## src/rtl/mgr_pkg.sv

```systemverilog
// ----------------------------------------------------------------------------
// mgr_pkg
// Shared constants and types of the multipath ghost rejector.
// ----------------------------------------------------------------------------
`timescale 1ns / 1ps
`default_nettype none

package mgr_pkg;

	localparam int MAX_DET = 64;
	localparam int CNT_W   = $clog2(MAX_DET + 1);
	localparam int IDX_W   = $clog2(MAX_DET);
	localparam int AZ_W    = 16;
	localparam int RNG_W   = 16;
	localparam int BIN_W   = 16;
	localparam int NH_W    = 7;
	localparam int RANK_W  = 6;
	localparam int RATIO_W = 16;
	localparam int DIV_W   = 17;
	localparam int PROD_W  = RNG_W + RATIO_W;

	localparam logic [1:0] CFG_ENABLE    = 2'd0;
	localparam logic [1:0] CFG_BIN_WIDTH = 2'd1;
	localparam logic [1:0] CFG_NEAR_HITS = 2'd2;
	localparam logic [1:0] CFG_RATIO     = 2'd3;

	// stored detection held by one cell
	typedef struct packed {
		logic             vld;
		logic [BIN_W-1:0] bin;
		logic [RNG_W-1:0] rng;
		logic             flag;
		logic             qual;
		logic [RNG_W-1:0] med;
	} entry_t;

	// copy circulating around the ring
	typedef struct packed {
		logic             vld;
		logic [BIN_W-1:0] bin;
		logic [RNG_W-1:0] rng;
		logic             med;
	} trav_t;

	// broadcast control to all cells
	typedef struct packed {
		logic              ld1;
		logic              p1;
		logic              ld2;
		logic              p2;
		logic              shift;
		logic [NH_W-1:0]   near_hits;
		logic [RANK_W-1:0] rank;
		logic [BIN_W-1:0]  wr_bin;
		logic [RNG_W-1:0]  wr_rng;
		logic              wr_flag;
	} cell_ctl_t;

endpackage

`default_nettype wire

```

## src/rtl/mgr_div.sv

```systemverilog
// ----------------------------------------------------------------------------
// mgr_div
// Restoring divider, one quotient bit per cycle.
// ----------------------------------------------------------------------------
`timescale 1ns / 1ps
`default_nettype none

module mgr_div (
	input  wire logic                      clk,
	input  wire logic                      arst_n,
	input  wire logic                      start,
	input  wire logic [mgr_pkg::DIV_W-1:0] num,
	input  wire logic [mgr_pkg::DIV_W-1:0] den,
	output logic                           done,
	output logic [mgr_pkg::DIV_W-1:0]      quo
);
	import mgr_pkg::*;

	localparam int STEP_W = $clog2(DIV_W + 1);

	logic                run_q;
	logic                done_q;
	logic [STEP_W-1:0]   step_q;
	logic [DIV_W-1:0]    num_q;
	logic [DIV_W-1:0]    den_q;
	logic [DIV_W-1:0]    quo_q;
	logic [DIV_W:0]      rem_q;
	logic [DIV_W:0]      trial;
	logic                ge;

	assign trial = {rem_q[DIV_W-1:0], num_q[DIV_W-1]};
	assign ge    = trial >= {1'b0, den_q};

	always_ff @(posedge clk or negedge arst_n) begin
		if (!arst_n) begin
			run_q  <= 1'b0;
			done_q <= 1'b0;
			step_q <= '0;
		end else begin
			done_q <= 1'b0;
			if (start) begin
				run_q  <= 1'b1;
				step_q <= '0;
			end else if (run_q) begin
				step_q <= step_q + STEP_W'(1);
				if (step_q == STEP_W'(DIV_W - 1)) begin
					run_q  <= 1'b0;
					done_q <= 1'b1;
				end
			end
		end
	end

	always_ff @(posedge clk) begin
		if (start) begin
			num_q <= num;
			den_q <= den;
			rem_q <= '0;
			quo_q <= '0;
		end else if (run_q) begin
			num_q <= {num_q[DIV_W-2:0], 1'b0};
			rem_q <= ge ? (trial - {1'b0, den_q}) : trial;
			quo_q <= {quo_q[DIV_W-2:0], ge};
		end
	end

	assign done = done_q;
	assign quo  = quo_q;

endmodule

`default_nettype wire

```

## config.mk

```make
export PLATFORM = sky130hd
export DESIGN_NAME = mgr_div
export DESIGN_NICKNAME = d
export VERILOG_FILES = /design/src/rtl/mgr_pkg.sv /design/src/rtl/mgr_div.sv
export SDC_FILE = /design/constraint.sdc
export NUM_CORES = 1
export LEC_CHECK = 0
export ABC_AREA = 1
export BUFFER_PORTS_ARGS = -buffer_cell sky130_fd_sc_hd__buf_2
export CELL_PAD_IN_SITES_DETAIL_PLACEMENT = 1
export CELL_PAD_IN_SITES_GLOBAL_PLACEMENT = 2
export CORE_ASPECT_RATIO = 0.7
export CORE_MARGIN = 2
export CORE_UTILIZATION = 30
export DETAILED_ROUTE_END_ITERATION = 10
export MAX_ROUTING_LAYER = met4
export PLACE_DENSITY_LB_ADDON = 0.08
export REMOVE_ABC_BUFFERS = 1
export SYNTH_ARGS = -nofsm -noshare
export SYNTH_HDL_FRONTEND = slang
export SYNTH_SLANG_ARGS = --single-unit
```

## constraint.sdc

```tcl
create_clock -name clk -period 1.9 [get_ports clk]
set_input_delay 0.38 -clock clk [delete_from_list [all_inputs] [get_ports clk]]
set_output_delay 0.38 -clock clk [all_outputs]
set_load 0.01 [all_outputs]
```

Word level (Yosys, flattened, before mapping)
Index checks and enable logic that the tools add are counted.
{"block": "classes", "n_addsub": 2, "eq_ne": 1, "order_cmp": 1, "reduce_logical": 1, "mux": 11}
{"op": "17-bit 2-to-1 mux", "count": 3}
{"op": "18-bit by 17-bit >= comparator with 1-bit output", "count": 1}
{"op": "17-bit subtractor", "count": 1}
{"op": "5-bit 2-to-1 mux", "count": 2}
{"op": "1-bit 2-to-1 mux", "count": 6}
{"op": "5-bit by 1-bit adder with 5-bit output, second input constant", "count": 1}
{"op": "5-bit equality test, second input constant", "count": 1}
{"op": "2-bit nonzero test", "count": 1}
{"block": "word_totals", "elab_cells": 23, "out_inout_bits": 18, "ff_bits": 75}

Logic depth before layout (Yosys ltp)
{"block": "logic_depth", "ltp_word": 4, "mapped_depth": 15}

Worst setup path before layout
No wires, ideal clock.
{"block": "synth_path", "path_type": "input -> register", "startpoint": "input port start", "endpoint": "register num_q[0] (enable)", "arrival_time_ps": 1500, "n_path_buf": 2, "stages": 4, "slack_ps": 12, "required_ps": 1512, "path_cell_list": "buf_2 nor2_2 inv_1 buf_1"}
{"block": "synth_between", "elab_chain_cells": 1}
{"item": "start, declared", "line": "mgr_div.sv:11", "text": "input wire logic start,"}
{"item": "2-bit nonzero test (no source line)"}
{"item": "end signal, assigned", "line": "mgr_div.sv:56", "text": "num_q <= num;"}
{"item": "end signal, assigned", "line": "mgr_div.sv:61", "text": "num_q <= {num_q[DIV_W-2:0], 1'b0};"}
{"item": "end, declared", "line": "mgr_div.sv:24", "text": "logic [DIV_W-1:0] num_q;"}
No other way between the ends.
A chain may end at the register's enable or synchronous reset.

Final worst setup path
{"block": "layout_path", "startpoint": "register num_q[16]", "endpoint": "register rem_q[9]"}
{"block": "layout_between", "elab_chain_cells": 2, "word_cells_on_any_way": 3}
{"item": "17-bit subtractor or 18-bit by 17-bit >= comparator with 1-bit output (tied branches)", "line": "mgr_div.sv:62, mgr_div.sv:32"}
{"item": "17-bit 2-to-1 mux *", "line": "mgr_div.sv:62", "text": "rem_q <= ge ? (trial - {1'b0, den_q}) : trial;"}
{"item": "end signal, assigned", "line": "mgr_div.sv:62"}
{"item": "end, declared", "line": "mgr_div.sv:27", "text": "logic [DIV_W:0] rem_q;"}
Mark *: on every way between the ends. The rest lies on a longest branch, timed or not.

==> key figures <==
Logic synthesis
  • Area share of fa/ha/maj cells after synthesis: 6.48%
  • Multiplexer fraction of the synthesized cell area: 0%
  • Post-synthesis instance area: 3980 sq um
  • Total of flip-flops plus latches after synthesis: 75
  • Post-synthesis xor/xnor area fraction: between 1.5 and 2%
  • Synthesized instance count: 513
  • Post-Synthesis Mean Instance Area: 7.76 sq um
  • Async set or reset register ratio after synthesis: 9.33%
  • Complex-gate fraction of the synthesized area: under 10%
  • Share of Yosys cell area claimed by the top area cell type: 25.7%
  • Netlist cell types: 34
  • Number of flops mapped to enable cells by yosys: 34
  • Portion of the post-synthesis area used by sequential elements: between 40% and 50%
  • Largest family of logic cells by synthesized area: simple AND/OR/NAND/NOR gates
  • Most instantiated library cell after synthesis: nand2_1
  • Largest area contributor in the netlist: edfxtp_1
  • YS warnings: 0
  • Largest cells by area after synthesis: edfxtp_1 26%, dfxtp_1 17%, nand2_1 16%, inv_1 7.9%, ha_1 6.0%
  • Area share of and/or/nand/nor cells after synthesis: 27.4%
  • Top post-synthesis cells by count: 173 x nand2_1, 84 x inv_1, 34 x dfxtp_1, 34 x edfxtp_1, 30 x nor2_1
  • Top FF cell, synth: edfxtp_1

Final layout
  • Area growth syn-to-layout: 37.2%
  • Antenna cells: 0
  • Number of nets in the final layout: 676
  • Count of placed standard cells in the final layout, fillers left out: 789
  • Layout cells sized above 1: 31.3%

Critical path
  • Worst flop-to-flop path endpoint: rem_q[9]
  • Data required, critical path: 2.12 ns
  • Launch point of the critical path: num_q[16]
  • Number of stages on the worst setup path: 11
  • Highest net fanout along the worst path: 7
  • Critical path, cell by cell: inv_1 > ha_2 > inv_2 > fa_2 > nand3_2 > nand3_4 > nand2_4 > nand2_4 > buf_8 > o211ai_1 > nand2_1
  • Count of buffer and inverter cells on the critical path: 3
  • Top delay family on crit path: adder cells
  • Endpoint kind of the worst setup timing path: flip-flop
  • Reg-to-reg slack, setup: -0.06 ns
  • RR Startpoint: num_q[16]
  • Critical setup path kind: flip-flop to flip-flop
  • Critical path's slowest cell: edfxtp_1
  • Worst path max stage delay: 0.39 ns
  • Cell mode on critical path: nand2_4
  • Worst Setup Start Kind: flip-flop
  • Arrival @ worst endpoint: ~2.2 ns
  • CP endpoint: rem_q[9]
  • Cell count of the worst reg-to-reg path: 11

Power and ir drop
  • Share of total power in sequential cells: between 30% and 40%
  • Maximum VDD drop: 489 uV
  • Switching Share: a little over a third
  • Sw Pwr: 2530 uW
  • Cell Pwr Density: 1270 nW/um^2
  • P_int: 4380 uW
  • Total design power: a little under 7000 uW
  • Clock group share of total power: between 20% and 30%
  • Combinational group share of total power: 42.9%
  • Leakage dissipation: 0.00270 uW

Global route
  • Global route total overflow: 0
  • Via count of the first global-routing pass: 3830
  • Initial antenna violation count: 0
  • Global-route usage over all layers: 18.1%
  • Largest net degree at the start of global routing: 24
  • Wire length of the first global-routing pass: 19300 um

Route
  • DR WL/cell: 14.9 um
  • Number of DRC markers after the initial detailed-route iteration: 152
  • First-pass DRT Iterations: 6
  • Vias after detailed routing: 3574
  • Ratio of routed vias to standard cells: ~4.5
  • Total length of routed wires: 11800 um
  • Final antenna-violating net count: 0
  • Count of unresolved DRC violations after routing: 0

Timing
  • Fraction of the cycle the final worst path needs: 103%
  • Worst-margin pin slew: roughly 0.29 ns
  • Final Worst Setup Slack: -0.0584 ns
  • Slew Viols, Final: 0
  • Final setup violation count: 7
  • Final hold violation count: 0
  • RSZ-0062 raised after global routing: true
  • Post-route worst hold slack: 0.213 ns
  • Largest clock skew in the final design: between 0.008 and 0.009 ns
  • Max-slew headroom: 81.0%
  • Final setup TNS: -0.162 ns
  • Final worst path period need: 1.96 ns
  • Maximum operating frequency: 511 MHz

Place
  • Total instance count after detailed placement: 770
  • HPWL Detailed: 8800 um
  • Final RePlAce weighted congestion: between 0.8 and 0.9
  • IO Port Bufs: 54

Floorplan
  • Die outline area: 14200 sq um
  • Top-level I/O count: between 50 and 60
  • Core ar.: 13100 sq um
  • Vertical extent of the die: 100 um
  • Starting utilization of the core area: 30.5%
  • Die Wd: between 100 and 150 um
  • Row Count: 35

CTS
  • Latest clock arrival within the worst-skew pair: between 0.3 and 0.4 ns
  • Clock input transition at the sequential cells of the worst setup and hold paths: around 0.06 ns
  • CTS root buf: clkbuf_16
  • H-tree Lvls: 3
  • Clock tree from TritonCTS: yes
  • Number of buffers inserted during clock tree synthesis: 9
  • Total clock sinks: 75
  • Buffer depth of the longest clock path: 2

Job
  • Max-capacitance violation count: 0

Worst hold path
  • Worst min-delay path class: input pin to flip-flop

Status
  • Outcome: finished with violations
  • Failing checks: setup timing
[state kept, by name, summed over array words and instances (netlist names)]
register / cells
step_q: 5
run_q: 1
num_q: 17
quo: 17
done: 1
den_q: 17
rem_q: 17
[layout make-up]
type	count	area [sq um]
Clock buffer	9	225
Clock inverter	6	88.8
Fill cell	1591	7590
Inverter	86	323
Multi-Input combinational cell	338	2020
Sequential cell	75	1880
Tap cell	166	208
Timing Repair Buffer	109	717
[metal layers]
| layer | global-route usage [%] | wire length [um] |
|---|---|---|
| met1 | 25.1 | 6150 |
| met2 | 27.4 | 5180 |
| met3 | 3.48 | 357 |
| met4 | 4.15 | 87 |
| met5 | - | 0 |
[layout by cell type (no fill, tap or decap), types with 2 or more instances in the layout]
cell / n
a21oi_1: 14
a21oi_2: 7
buf_2: 54
buf_4: 49
buf_6: 3
bufinv_16: 2
clkbuf_16: 9
clkinv_1: 2
dfrtp_1: 7
dfxtp_1: 34
edfxtp_1: 34
ha_1: 9
ha_4: 9
inv_1: 76
inv_2: 9
inv_6: 2
nand2_1: 156
nand2_2: 16
nand2_4: 5
nand3_1: 12
nand3_2: 7
nand3_4: 3
nand3b_1: 3
nand4_1: 10
nor2_1: 27
nor2_2: 9
nor3_1: 3
nor3_2: 2
o211ai_1: 2
o21ai_0: 5
o21ai_1: 7
o21bai_1: 2
o22ai_1: 14
xnor2_1: 3
xor2_1: 4
[stage by stage]
step / area [sq um] / setup WS (ns) / utilization, %
after floorplan: 3910 / -0.157 / -
after global placement: 4780 / -0.0979 / 36.6
after global routing: 5460 / -0.206 / 41.8
after detailed placement: 4780 / -0.163 / 36.6
final: 5460 / -0.0584 / 41.8
after CTS: 5220 / -0.0399 / 40.0
[power groups by stage]
| stage | Combinational [uW] | Sequential [uW] | Clock (uW) |
|---|---|---|---|
| after CTS | 2620 | 2060 | 1930 |
| after global placement | 2420 | 2070 | 0 |
| final | 2970 | 2080 | 1870 |
| after detailed placement | 2460 | 2080 | 0 |
| after floorplan | 1400 | 2060 | 0 |
| after global routing | 3320 | 2110 | 1990 |
[cell families (layout without fill, tap and decap cells)]
kind of cell / Yosys count / count (layout)
compound gates: 52 / 52
xor+xnor: 8 / 8
fa+ha+maj: 20 / 20
buf+inv: 100 / 210
flops: 75 / 75
simple gates: 258 / 258
[worst min-delay path by stage]
stage / start / end / slack (ns) / depth (start not counted)
3_3_place_gp: arst_n / done / 0.23 / 1
5_1_grt: den[16] / den_q[16] / 0.20 / 1
2_1_floorplan: arst_n / done / 0.08 / 0
4_1_cts: den[13] / den_q[13] / 0.20 / 1
6_report: den[13] / den_q[13] / 0.21 / 1
3_5_place_dp: arst_n / done / 0.23 / 1
[what timing repair did]
item                       in CTS  in global routing
hold endpoints to repair        7                  0
resized for setup              23                 55
setup endpoints to repair      18                 18
hold buffers                    1                  0
setup buffers                   2                  1
pin swaps                       7                 10
(Power assumes the default switching activity.)
