==> src/rtl/mgr_pkg.sv <==
// ----------------------------------------------------------------------------
// mgr_pkg
// Shared constants and types of the multipath ghost rejector.
// ----------------------------------------------------------------------------
`timescale 1ns / 1ps
`default_nettype none

package mgr_pkg;

	localparam int MAX_DET = 64;
	localparam int CNT_W   = $clog2(MAX_DET + 1);
	localparam int IDX_W   = $clog2(MAX_DET);
	localparam int AZ_W    = 16;
	localparam int RNG_W   = 16;
	localparam int BIN_W   = 16;
	localparam int NH_W    = 7;
	localparam int RANK_W  = 6;
	localparam int RATIO_W = 16;
	localparam int DIV_W   = 17;
	localparam int PROD_W  = RNG_W + RATIO_W;

	localparam logic [1:0] CFG_ENABLE    = 2'd0;
	localparam logic [1:0] CFG_BIN_WIDTH = 2'd1;
	localparam logic [1:0] CFG_NEAR_HITS = 2'd2;
	localparam logic [1:0] CFG_RATIO     = 2'd3;

	// stored detection held by one cell
	typedef struct packed {
		logic             vld;
		logic [BIN_W-1:0] bin;
		logic [RNG_W-1:0] rng;
		logic             flag;
		logic             qual;
		logic [RNG_W-1:0] med;
	} entry_t;

	// copy circulating around the ring
	typedef struct packed {
		logic             vld;
		logic [BIN_W-1:0] bin;
		logic [RNG_W-1:0] rng;
		logic             med;
	} trav_t;

	// broadcast control to all cells
	typedef struct packed {
		logic              ld1;
		logic              p1;
		logic              ld2;
		logic              p2;
		logic              shift;
		logic [NH_W-1:0]   near_hits;
		logic [RANK_W-1:0] rank;
		logic [BIN_W-1:0]  wr_bin;
		logic [RNG_W-1:0]  wr_rng;
		logic              wr_flag;
	} cell_ctl_t;

endpackage

`default_nettype wire

==> src/rtl/mgr_cell.sv <==
// ----------------------------------------------------------------------------
// mgr_cell
// One detection slot: holds an entry, ranks it against the ring traffic.
// ----------------------------------------------------------------------------
`timescale 1ns / 1ps
`default_nettype none

module mgr_cell (
	input  wire logic               clk,
	input  wire logic               arst_n,
	input  wire mgr_pkg::cell_ctl_t ctl,
	input  wire logic               wr,
	input  wire mgr_pkg::trav_t     trav_i,
	output mgr_pkg::trav_t          trav_o,
	input  wire mgr_pkg::entry_t    ent_i,
	output mgr_pkg::entry_t         ent_o
);
	import mgr_pkg::*;

	entry_t           ent_q;
	trav_t            trav_q;
	logic [CNT_W-1:0] mem_q;
	logic [CNT_W-1:0] less_q;
	logic [CNT_W-1:0] leq_q;
	logic             same;
	logic             is_med;

	assign same   = trav_q.vld && ent_q.vld && (trav_q.bin == ent_q.bin);
	assign is_med = (less_q <= CNT_W'(ctl.rank)) && (CNT_W'(ctl.rank) < leq_q);

	always_ff @(posedge clk or negedge arst_n) begin
		if (!arst_n) begin
			ent_q  <= '0;
			trav_q <= '0;
			mem_q  <= '0;
			less_q <= '0;
			leq_q  <= '0;
		end else begin
			if (wr) begin
				ent_q.vld  <= 1'b1;
				ent_q.bin  <= ctl.wr_bin;
				ent_q.rng  <= ctl.wr_rng;
				ent_q.flag <= ctl.wr_flag;
				ent_q.qual <= 1'b0;
				ent_q.med  <= '0;
			end else if (ctl.shift) begin
				ent_q <= ent_i;
			end else if (ctl.ld2) begin
				ent_q.qual <= mem_q > ctl.near_hits;
			end else if (ctl.p2 && same && trav_q.med) begin
				ent_q.med <= trav_q.rng;
			end

			if (ctl.ld1) begin
				trav_q <= '{vld: ent_q.vld, bin: ent_q.bin, rng: ent_q.rng, med: 1'b0};
			end else if (ctl.ld2) begin
				trav_q <= '{vld: ent_q.vld, bin: ent_q.bin, rng: ent_q.rng, med: is_med};
			end else if (ctl.p1 || ctl.p2) begin
				trav_q <= trav_i;
			end

			if (ctl.ld1) begin
				mem_q  <= '0;
				less_q <= '0;
				leq_q  <= '0;
			end else if (ctl.p1 && same) begin
				mem_q  <= mem_q + CNT_W'(1);
				less_q <= less_q + CNT_W'(trav_q.rng < ent_q.rng);
				leq_q  <= leq_q + CNT_W'(trav_q.rng <= ent_q.rng);
			end
		end
	end

	assign trav_o = trav_q;
	assign ent_o  = ent_q;

endmodule

`default_nettype wire

==> config.mk <==
export PLATFORM = sky130hd
export DESIGN_NAME = mgr_cell
export DESIGN_NICKNAME = d
export VERILOG_FILES = /design/src/rtl/mgr_pkg.sv /design/src/rtl/mgr_cell.sv
export SDC_FILE = /design/constraint.sdc
export NUM_CORES = 1
export LEC_CHECK = 0
export ABC_AREA = 1
export BUFFER_PORTS_ARGS = -buffer_cell sky130_fd_sc_hd__buf_2
export CAP_MARGIN = 40
export CORE_UTILIZATION = 51
export DETAILED_ROUTE_END_ITERATION = 12
export PLACE_DENSITY = 0.81
export SYNTH_ARGS = -nofsm -noshare
export SYNTH_HDL_FRONTEND = slang
export SYNTH_SLANG_ARGS = --single-unit
==> constraint.sdc <==
create_clock -name clk -period 2.4 [get_ports clk]
set_input_delay 0.24 -clock clk [delete_from_list [all_inputs] [get_ports clk]]
set_output_delay 0.24 -clock clk [all_outputs]
set_load 0.005 [all_outputs]
### After elaboration in Yosys (flattened, before gate mapping)

Index checks and enable logic that the tools add are counted.

| cells by class | value |
|---|---|
| add/sub/neg operators | 3 |
| magnitude comparators | 5 |
| eq/ne operators | 2 |
| mux-type cells | 15 |
| reductions and logical operators | 13 |

Operators with widths:

| kind | count |
|---|---|
| 34-bit 2-to-1 mux | 4 |
| 51-bit 2-to-1 mux | 1 |
| 7-bit 2-to-1 mux | 6 |
| 16-bit 2-to-1 mux | 2 |
| 17-bit 2-to-1 mux | 1 |
| 16-bit == test | 1 |
| 16-bit less-or-equal comparator | 1 |
| 16-bit < comparator | 1 |
| 7-bit by 1-bit adder with 7-bit output | 2 |
| 3-bit nonzero test | 3 |
| 7-bit by 1-bit adder with 7-bit output (second input constant) | 1 |
| 7-bit greater-than comparator | 1 |
| 7-bit by 6-bit less-or-equal comparator with 1-bit output | 1 |
| 6-bit by 7-bit < comparator with 1-bit output | 1 |
| 1-bit logical AND | 6 |
| 2-bit nonzero test | 2 |
| 3-bit by 2-bit inequality test with 1-bit output (second input constant) | 1 |
| 2-bit AND reduction | 1 |
| 1-bit logical OR | 1 |
| 1-bit 2-to-1 mux | 1 |

| word-level totals | value |
|---|---|
| bits in registers | 106 |
| input port bits | 139 |
| output and inout port bits | 85 |
| logic and storage cells | 51 |

### Longest topological paths before layout

Gate-level depths: netlist of the first run.

| depth | value |
|---|---|
| word-level depth | 8 |
| mapped depth | 20 |
| depth with buffers taken out | 20 |

### Worst setup path before layout of the first run

No wires, ideal clock.

| timing | value |
|---|---|
| path kind | register -> register |
| start | register ent_q (netlist bit ent_o[31]) |
| end | register less_q[6] |
| library setup time | 119 ps |
| data arrival time | 2,086 ps |
| data required time | 2,281 ps |
| path slack | 195 ps |
| stages on the path, launching flop included | 18 |
| buffers on the path | 0 |
| period minus slack after synthesis | 2,205 ps |
| cell sequence | dfrtp_1 -> inv_1 -> ha_1 -> a21oi_1 -> or2_2 -> nand3_1 -> inv_1 -> nand2_1 -> inv_1 -> ha_1 -> ha_1 -> nand2_1 -> nor2_1 -> nand3_1 -> xor2_1 -> inv_1 -> nand4_1 -> nand2_1 |

| between the ends | value |
|---|---|
| word-level cells in the longest chain between the ends | 4 |

Ends and longest elaborated chain:

| what | RTL line | text |
|---|---|---|
| start: declaration | mgr_cell.sv:20 | `entry_t ent_q;` |
| start signal: assignment | mgr_cell.sv:47 | `ent_q <= ent_i;` |
| 16-bit < comparator | mgr_cell.sv:68 | `less_q <= less_q + CNT_W'(trav_q.rng < ent_q.rng);` |
| 7-bit by 1-bit adder with 7-bit output | mgr_cell.sv:68 |  |
| 7-bit 2-to-1 mux | mgr_cell.sv:66 | `end else if (ctl.p1 && same) begin` |
| 7-bit 2-to-1 mux | mgr_cell.sv:62 | `if (ctl.ld1) begin` |
| end signal: assignment | mgr_cell.sv:68 |  |
| end: declaration | mgr_cell.sv:23 | `logic [CNT_W-1:0] less_q;` |

Every way passes these cells. The select of a mux whose other input is x is not followed.
A chain may end at the register's enable or synchronous reset.

### Final worst setup path of the first run

| timing | value |
|---|---|
| start | register ent_q (netlist bit ent_o[27]) |
| end | register less_q[6] |

The elaborated chain is that of the path after synthesis.

==> results.yml, run 1 <==
setup_path:
  worstSetupStartpointType: "register"
  critical-path-slowest-cell: "dfrtp_1"
  cpPeakStageDelay_ps: 400
  arrival_ps: 2610
  critPathKind: "register to register"
  endpoint_kind: "register"
  cp_max_fo: 2
  cp.required_ps: 2640
  path_cells: "inv_1 > ha_4 > a21oi_2 > o21ai_0 > nand4_1 > nand3_2 > inv_1 > nand2_2 > inv_2 > ha_4 > ha_4 > nand2_4 > nor2_4 > nand3_2 > xor2_1 > inv_1 > nand4_1 > nand2_1"
clock_network:
  clkTransAtPathRegs_ps: 70
  clk_latency_ps: 350
  cts_num_sinks: 106
  cts_root_buf: "clkbuf_16"
  cts_buffers: 9
  cts_tree: "yes"
  htreeDepth: 3
  clockBufferDepth: 2
run:
  maxCapViolations: 0
die:
  die_x_um: 115.5
  boundaryPins: 224
  row_count: 41
  dieArea_mm2: 0.01334
  core_area_mm2: 0.01257
  die_h_um: 115.5
  start_util_pct: 52.26
synth:
  synth_ff_type: "dfrtp_1"
  synth_xor_xnor_area_share_pct: 2.133
  yosysUniqueCellTypes: 30
  synth_seq_cells: 106
  synth_area_mm2: 0.006569
  postSynthNetCount: 1058
  synthMuxAreaShare_pct: 0
  synth_simple_gate_area_share_pct: 27.31
  synth_edf_count: 0
  synth-compound-area-share_pct: 13.14
  syn_inst: 880
  synth-async-reset-ratio_pct: 100.0
  ys_seq_area_share_pct: 40.38
  synth_top_family_by_area: "simple AND/OR/NAND/NOR gates"
  syn_area_per_cell_um2: 7.465
  synthAdderAreaFrac_pct: 7.429
  ys.warnings.count: 0
layout:
  fillers: 1071
  final_common_cell: "nand2_1"
  area_growth_pct: 28.95
  post-route-util_pct: 67.40
  antenna_cells: 0
  final_nets: 1286
  final_cell_mix: "nand2_1 (293), buf_2 (222), dfrtp_1 (106)"
  fin_area_mm2: 0.008471
  drive_gt1_share_pct: 29.50
timing:
  setup_viol: 0
  period_minus_slack_ps: 2368
  clock_skew_ps: 6.365
  drv_slew: 0
  fmax_ghz: 0.4223
  rsz0062_at_grt: "true"
  min_period_over_period_pct: 98.66
  worstMarginPinSlew_ps: 519.1
  hold_viol: 0
  max_slew_margin_pct: 65.14
power_and_ir_drop:
  peakVddDrop_mv: 0.4372
  p_leak_nw: 4.692
  p_total_mw: 4.677
  pwr_density_cell_mw_per_mm2: 552.1
global_routing:
  first_global_vias: 6406
  grt_overflow: 0
  grt_pass1_wl_um: 31150
  grt_max_degree: 64
  antenna_found_initial: 0
  grt_usage_pct: 30.63
place:
  placed_area_mm2: 0.007976
  place.gp.congestion: 0.8580
  dpl.hpwl_um: 14570
  portBuffers: 223
routing:
  final_antenna_net_count: 0
  met1_length_um: 8254
  wl_met2_um: 9701
  drc: 0
  first_pass_iters: 5
  wirelength_um: 19800
  num_vias: 6760
  drt-initial-drc-count: 378
  via_per_inst: 5.265
  wire_per_inst_um: 15.42
  met3_length_um: 1419
  routed.top_layer: "met4"
min_path:
  hp-class: "input pin to register"
outcome:
  status: "completed"
## synthesized netlist by cell type, drive strengths merged, types with 19 or more instances
cell type	n	area share, %
nand2	298	17
inv	108	6.2
dfrtp	106	40
o21ai	89	7.6
nand3	51	3.9
nor2	41	2.5
ha	39	7.4
o211ai	31	3.5
nand4	28	2.9
a21oi	23	1.8
buf	21	2.3
clkbuf	19	1.1
## final timing paths
path	startpoint	endpoint	slack, ps	cells after the start
worst min register to register	ent_o[17]	ent_o[17]	500	2
max in group asynchronous	arst_n	mem_q[0]	1220	3
min in group asynchronous	arst_n	ent_o[11]	380	2
worst max-delay path	ent_o[27]	less_q[6]	30	18
worst min-delay path	ent_i[17]	ent_o[17]	90	3
worst max register to register	ent_o[27]	less_q[6]	30	18
## stage by stage
stage / hold WS (ps) / std cells / worst slack, ps / setup TNS [ps]
final: 87.72 / 1284 / 32.09 / 0
after global routing: 83.82 / 1284 / -131.1 / -313.1
after CTS: 82.11 / 1282 / 10.34 / 0
after detailed placement: 239.1 / 1265 / -124.5 / -217.3
after global placement: 239.5 / 1264 / -91.14 / -95.94
after floorplan: -55.59 / 880 / 194.9 / 0
## per-layer routing
metal,vias to the layer above,track usage (%)
li1,3302,-
met1,3151,38.47
met2,276,51.46
met3,31,8.054
met4,0,9.957
met5,-,0
## power breakdown
part           total, mW  internal (mW)  switching, mW
clock network       1.46          0.809          0.652
registers           2.05           1.93          0.119
logic               1.16          0.498          0.664
## repair_timing
item | 4_1_cts | 5_1_grt
hold endpoints to repair | 34 | 0
setup endpoints to repair | 4 | 9
resized for setup | 10 | 29
hold buffers | 1 | 0
setup buffers | 1 | 3
pin swaps | 4 | 11
## registers in the layout, indices dropped and copies added (netlist names)
name / count
mem_q: 7
leq_q: 7
ent_o: 51
trav_o: 34
less_q: 7
## layout make-up
class | count | area [um2] | area share (%)
Multi-Input combinational cell | 625 | 3470 | 40.96
Timing Repair Buffer | 257 | 1434 | 16.93
Sequential cell | 106 | 2653 | 31.31
Inverter | 109 | 409.1 | 4.830
Tap cell | 172 | 215.2 | 2.541
Clock buffer | 13 | 280.3 | 3.309
Clock inverter | 2 | 10.01 | 0.1182
## logic make-up (layout without fill, tap and decap cells)
kind of cell | after synthesis | count (layout)
adders and majority gates | 39 | 39
buffers and inverters | 149 | 381
and+or+nand+nor | 425 | 425
DFF | 106 | 106
xor gates and xnor gates | 16 | 16
AOI/OAI and AO/OA | 145 | 145
## worst max-delay path, delay by kind of cell (launching register included)
kind	cells	cell delay, ps
flip-flops	1	400
AND/OR/NAND/NOR	8	650
AO/OA/AOI/OAI	2	200
buffers and inverters	4	350
adder cells (fa/ha/maj)	3	500
XOR/XNOR	1	160
Power figures use the tool's default switching activity.
==> run 2: changes to the inputs <==
Settings changed: CELL_PAD_IN_SITES_DETAIL_PLACEMENT set to 1, CELL_PAD_IN_SITES_GLOBAL_PLACEMENT set to 1, CORE_UTILIZATION 51 to 36, PLACE_DENSITY 0.81 to not set, PLACE_DENSITY_LB_ADDON set to 0.1.
==> run 2 against run 1 <==
Effect of this change: final area grew 1.8%; sequential share of layout area is 0.54 points lower; global-route usage down 6.2 points; via count shrank 0.98%; routed wire length grew 14%; clock power is 5% higher; combinational power grew 4%; sequential power about the same; highest routed layer is now met5.
==> results.yml, run 2 (synthesis gave the netlist of run 1 again) <==
layout:
  fillers: 2299
  fin_area_mm2: 0.008620
  largest_reg_flops: 51
  final_cell_mix: "nand2_1 (292), buf_2 (222), dfrtp_1 (106)"
  area_growth_pct: 31.22
  fin_cells: 1348
  drive_gt1_share_pct: 30.59
  final_common_cell: "nand2_1"
  final_nets: 1291
  post-route-util_pct: 48.15
min_path:
  hp-class: "input pin to register"
  min_to: "ent_o[17]"
  hold_path.startpoint: "ent_i[17]"
  hold_depth: 3
timing:
  hold_viol: 0
  period_minus_slack_ps: 2330
  max_slew_margin_pct: 59.63
  setup_viol: 0
  worstMarginPinSlew_ps: 605.5
  rsz0062_at_grt: "true"
  min_period_over_period_pct: 97.09
  clock_skew_ps: 11.35
  fmax_ghz: 0.4292
  drv_slew: 0
setup_path:
  r2r_setup_slack_ps: 70
  r2r_start: "ent_o[19]"
  timing.rr.end: "leq_q[6]"
  arrival_ps: 2580
  worstSetupStartpointType: "register"
  cp.required_ps: 2650
  reg2reg_depth: 19
  critPathKind: "register to register"
  cp_max_fo: 3
  endpoint_kind: "register"
global_routing:
  grt_max_degree: 53
  grt_usage_pct: 24.45
  first_global_vias: 6898
  grt_overflow: 0
  grt_pass1_wl_um: 35070
  antenna_found_initial: 2
clock_network:
  cts_buffers: 9
  cts_tree: "yes"
  cts_num_sinks: 106
  clkTransAtPathRegs_ps: 80
  clockBufferDepth: 2
  cts_root_buf: "clkbuf_16"
  htreeDepth: 3
  clk_latency_ps: 360
power_and_ir_drop:
  p_leak_nw: 4.683
  peakVddDrop_mv: 0.4882
  p_switching_mw: 1.543
  pwr_density_cell_mw_per_mm2: 558.5
  combPwrFrac_pct: 25.2
  netSwitchingFraction_pct: 32.06
  p_clk_share_pct: 32.1
  internal_power_mw: 3.270
  seq_power_share_pct: 42.7
die:
  die_x_um: 137.1
  boundaryPins: 224
  die_h_um: 137.1
  start_util_pct: 36.69
  row_count: 49
  dieArea_mm2: 0.01879
  core_area_mm2: 0.01790
place:
  place.gp.congestion: 0.8010
  placed_area_mm2: 0.008063
  dpl.hpwl_um: 16570
  portBuffers: 223
  place_inst: 1325
routing:
  wirelength_um: 22550
  drc: 0
  wire_per_inst_um: 16.73
  final_antenna_net_count: 0
  drt-initial-drc-count: 165
  first_pass_iters: 4
  num_vias: 6694
  via_per_inst: 4.966
outcome:
  status: "completed"
run:
  maxCapViolations: 0
run 2: layer usage:
| layer | part of all wire (%) | vias to the layer above | global-route usage, % | routed length [um] |
|---|---|---|---|---|
| li1 | - | 3317 | - | - |
| met1 | 45 | 3176 | 31.08 | 10070 |
| met2 | 48 | 171 | 41.75 | 10880 |
| met3 | 5.0 | 28 | 4.370 | 1131 |
| met4 | 2.0 | 2 | 7.875 | 456 |
| met5 | 0.058 | - | 0 | 13 |
run 2: stage by stage:
step	total power [mW]	setup slack [ps]	hold WS (ps)	TNS (ps)
4_1_cts	4.791	13.12	77.02	0
5_1_grt	5.098	-71.38	99.64	-139.9
3_3_place_gp	3.197	-84.06	297.4	-144.1
2_1_floorplan	2.638	194.9	-55.59	0
3_5_place_dp	3.217	-134.8	300.2	-304.1
6_report	4.814	69.85	85.33	0
run 2: timing repair:
| item | in CTS | in global routing |
|---|---|---|
| gates cloned | 0 | 0 |
| setup buffers | 0 | 5 |
| hold endpoints to repair | 38 | 0 |
| pin swaps | 4 | 12 |
| gates resized for setup | 15 | 33 |
| endpoints found under the setup margin | 6 | 8 |
| hold buffers | 1 | 0 |
run 2: layout make-up:
class | count | area, um2 | share of cell area (%)
Antenna cell | 1 | 2.502 | 0.02903
Timing Repair Buffer | 262 | 1464 | 16.98
Sequential cell | 106 | 2653 | 30.77
Inverter | 109 | 411.6 | 4.776
Tap cell | 229 | 286.5 | 3.324
Clock inverter | 5 | 62.56 | 0.7258
Clock buffer | 11 | 232.7 | 2.700
Multi-Input combinational cell | 625 | 3507 | 40.69
run 2: worst max path at each step:
stage                    from   endpoint  slack [ps]
global placement    ent_o[33]   leq_q[6]         -80
global route        ent_o[19]  less_q[6]         -70
detailed placement  ent_o[32]   leq_q[6]        -130
floorplan           ent_o[31]  less_q[6]         190
CTS                 ent_o[33]  less_q[6]          10
finish              ent_o[19]   leq_q[6]          70
run 2: critical path, stage by stage (launching register included):
cell	delay (ps)
dfrtp_1	380
inv_2	70
ha_4	270
inv_4	30
nor2_2	70
nor2_1	50
o21ai_1	140
nand2_1	70
o211ai_1	80
nand2_1	90
nand2_2	80
nand2_1	80
ha_4	180
ha_4	170
nand2_4	70
nor3_2	50
xnor2_1	160
inv_1	60
nand4_1	80
nand2_1	50
run 2: power groups by stage:
stage          Clock [mW]  Combinational [mW]  Sequential (mW)
6_report             1.54                1.21             2.05
5_1_grt              1.65                1.37             2.08
4_1_cts              1.59                1.16             2.05
3_5_place_dp            0                1.14             2.08
3_3_place_gp            0                1.13             2.07
2_1_floorplan           0               0.557             2.08
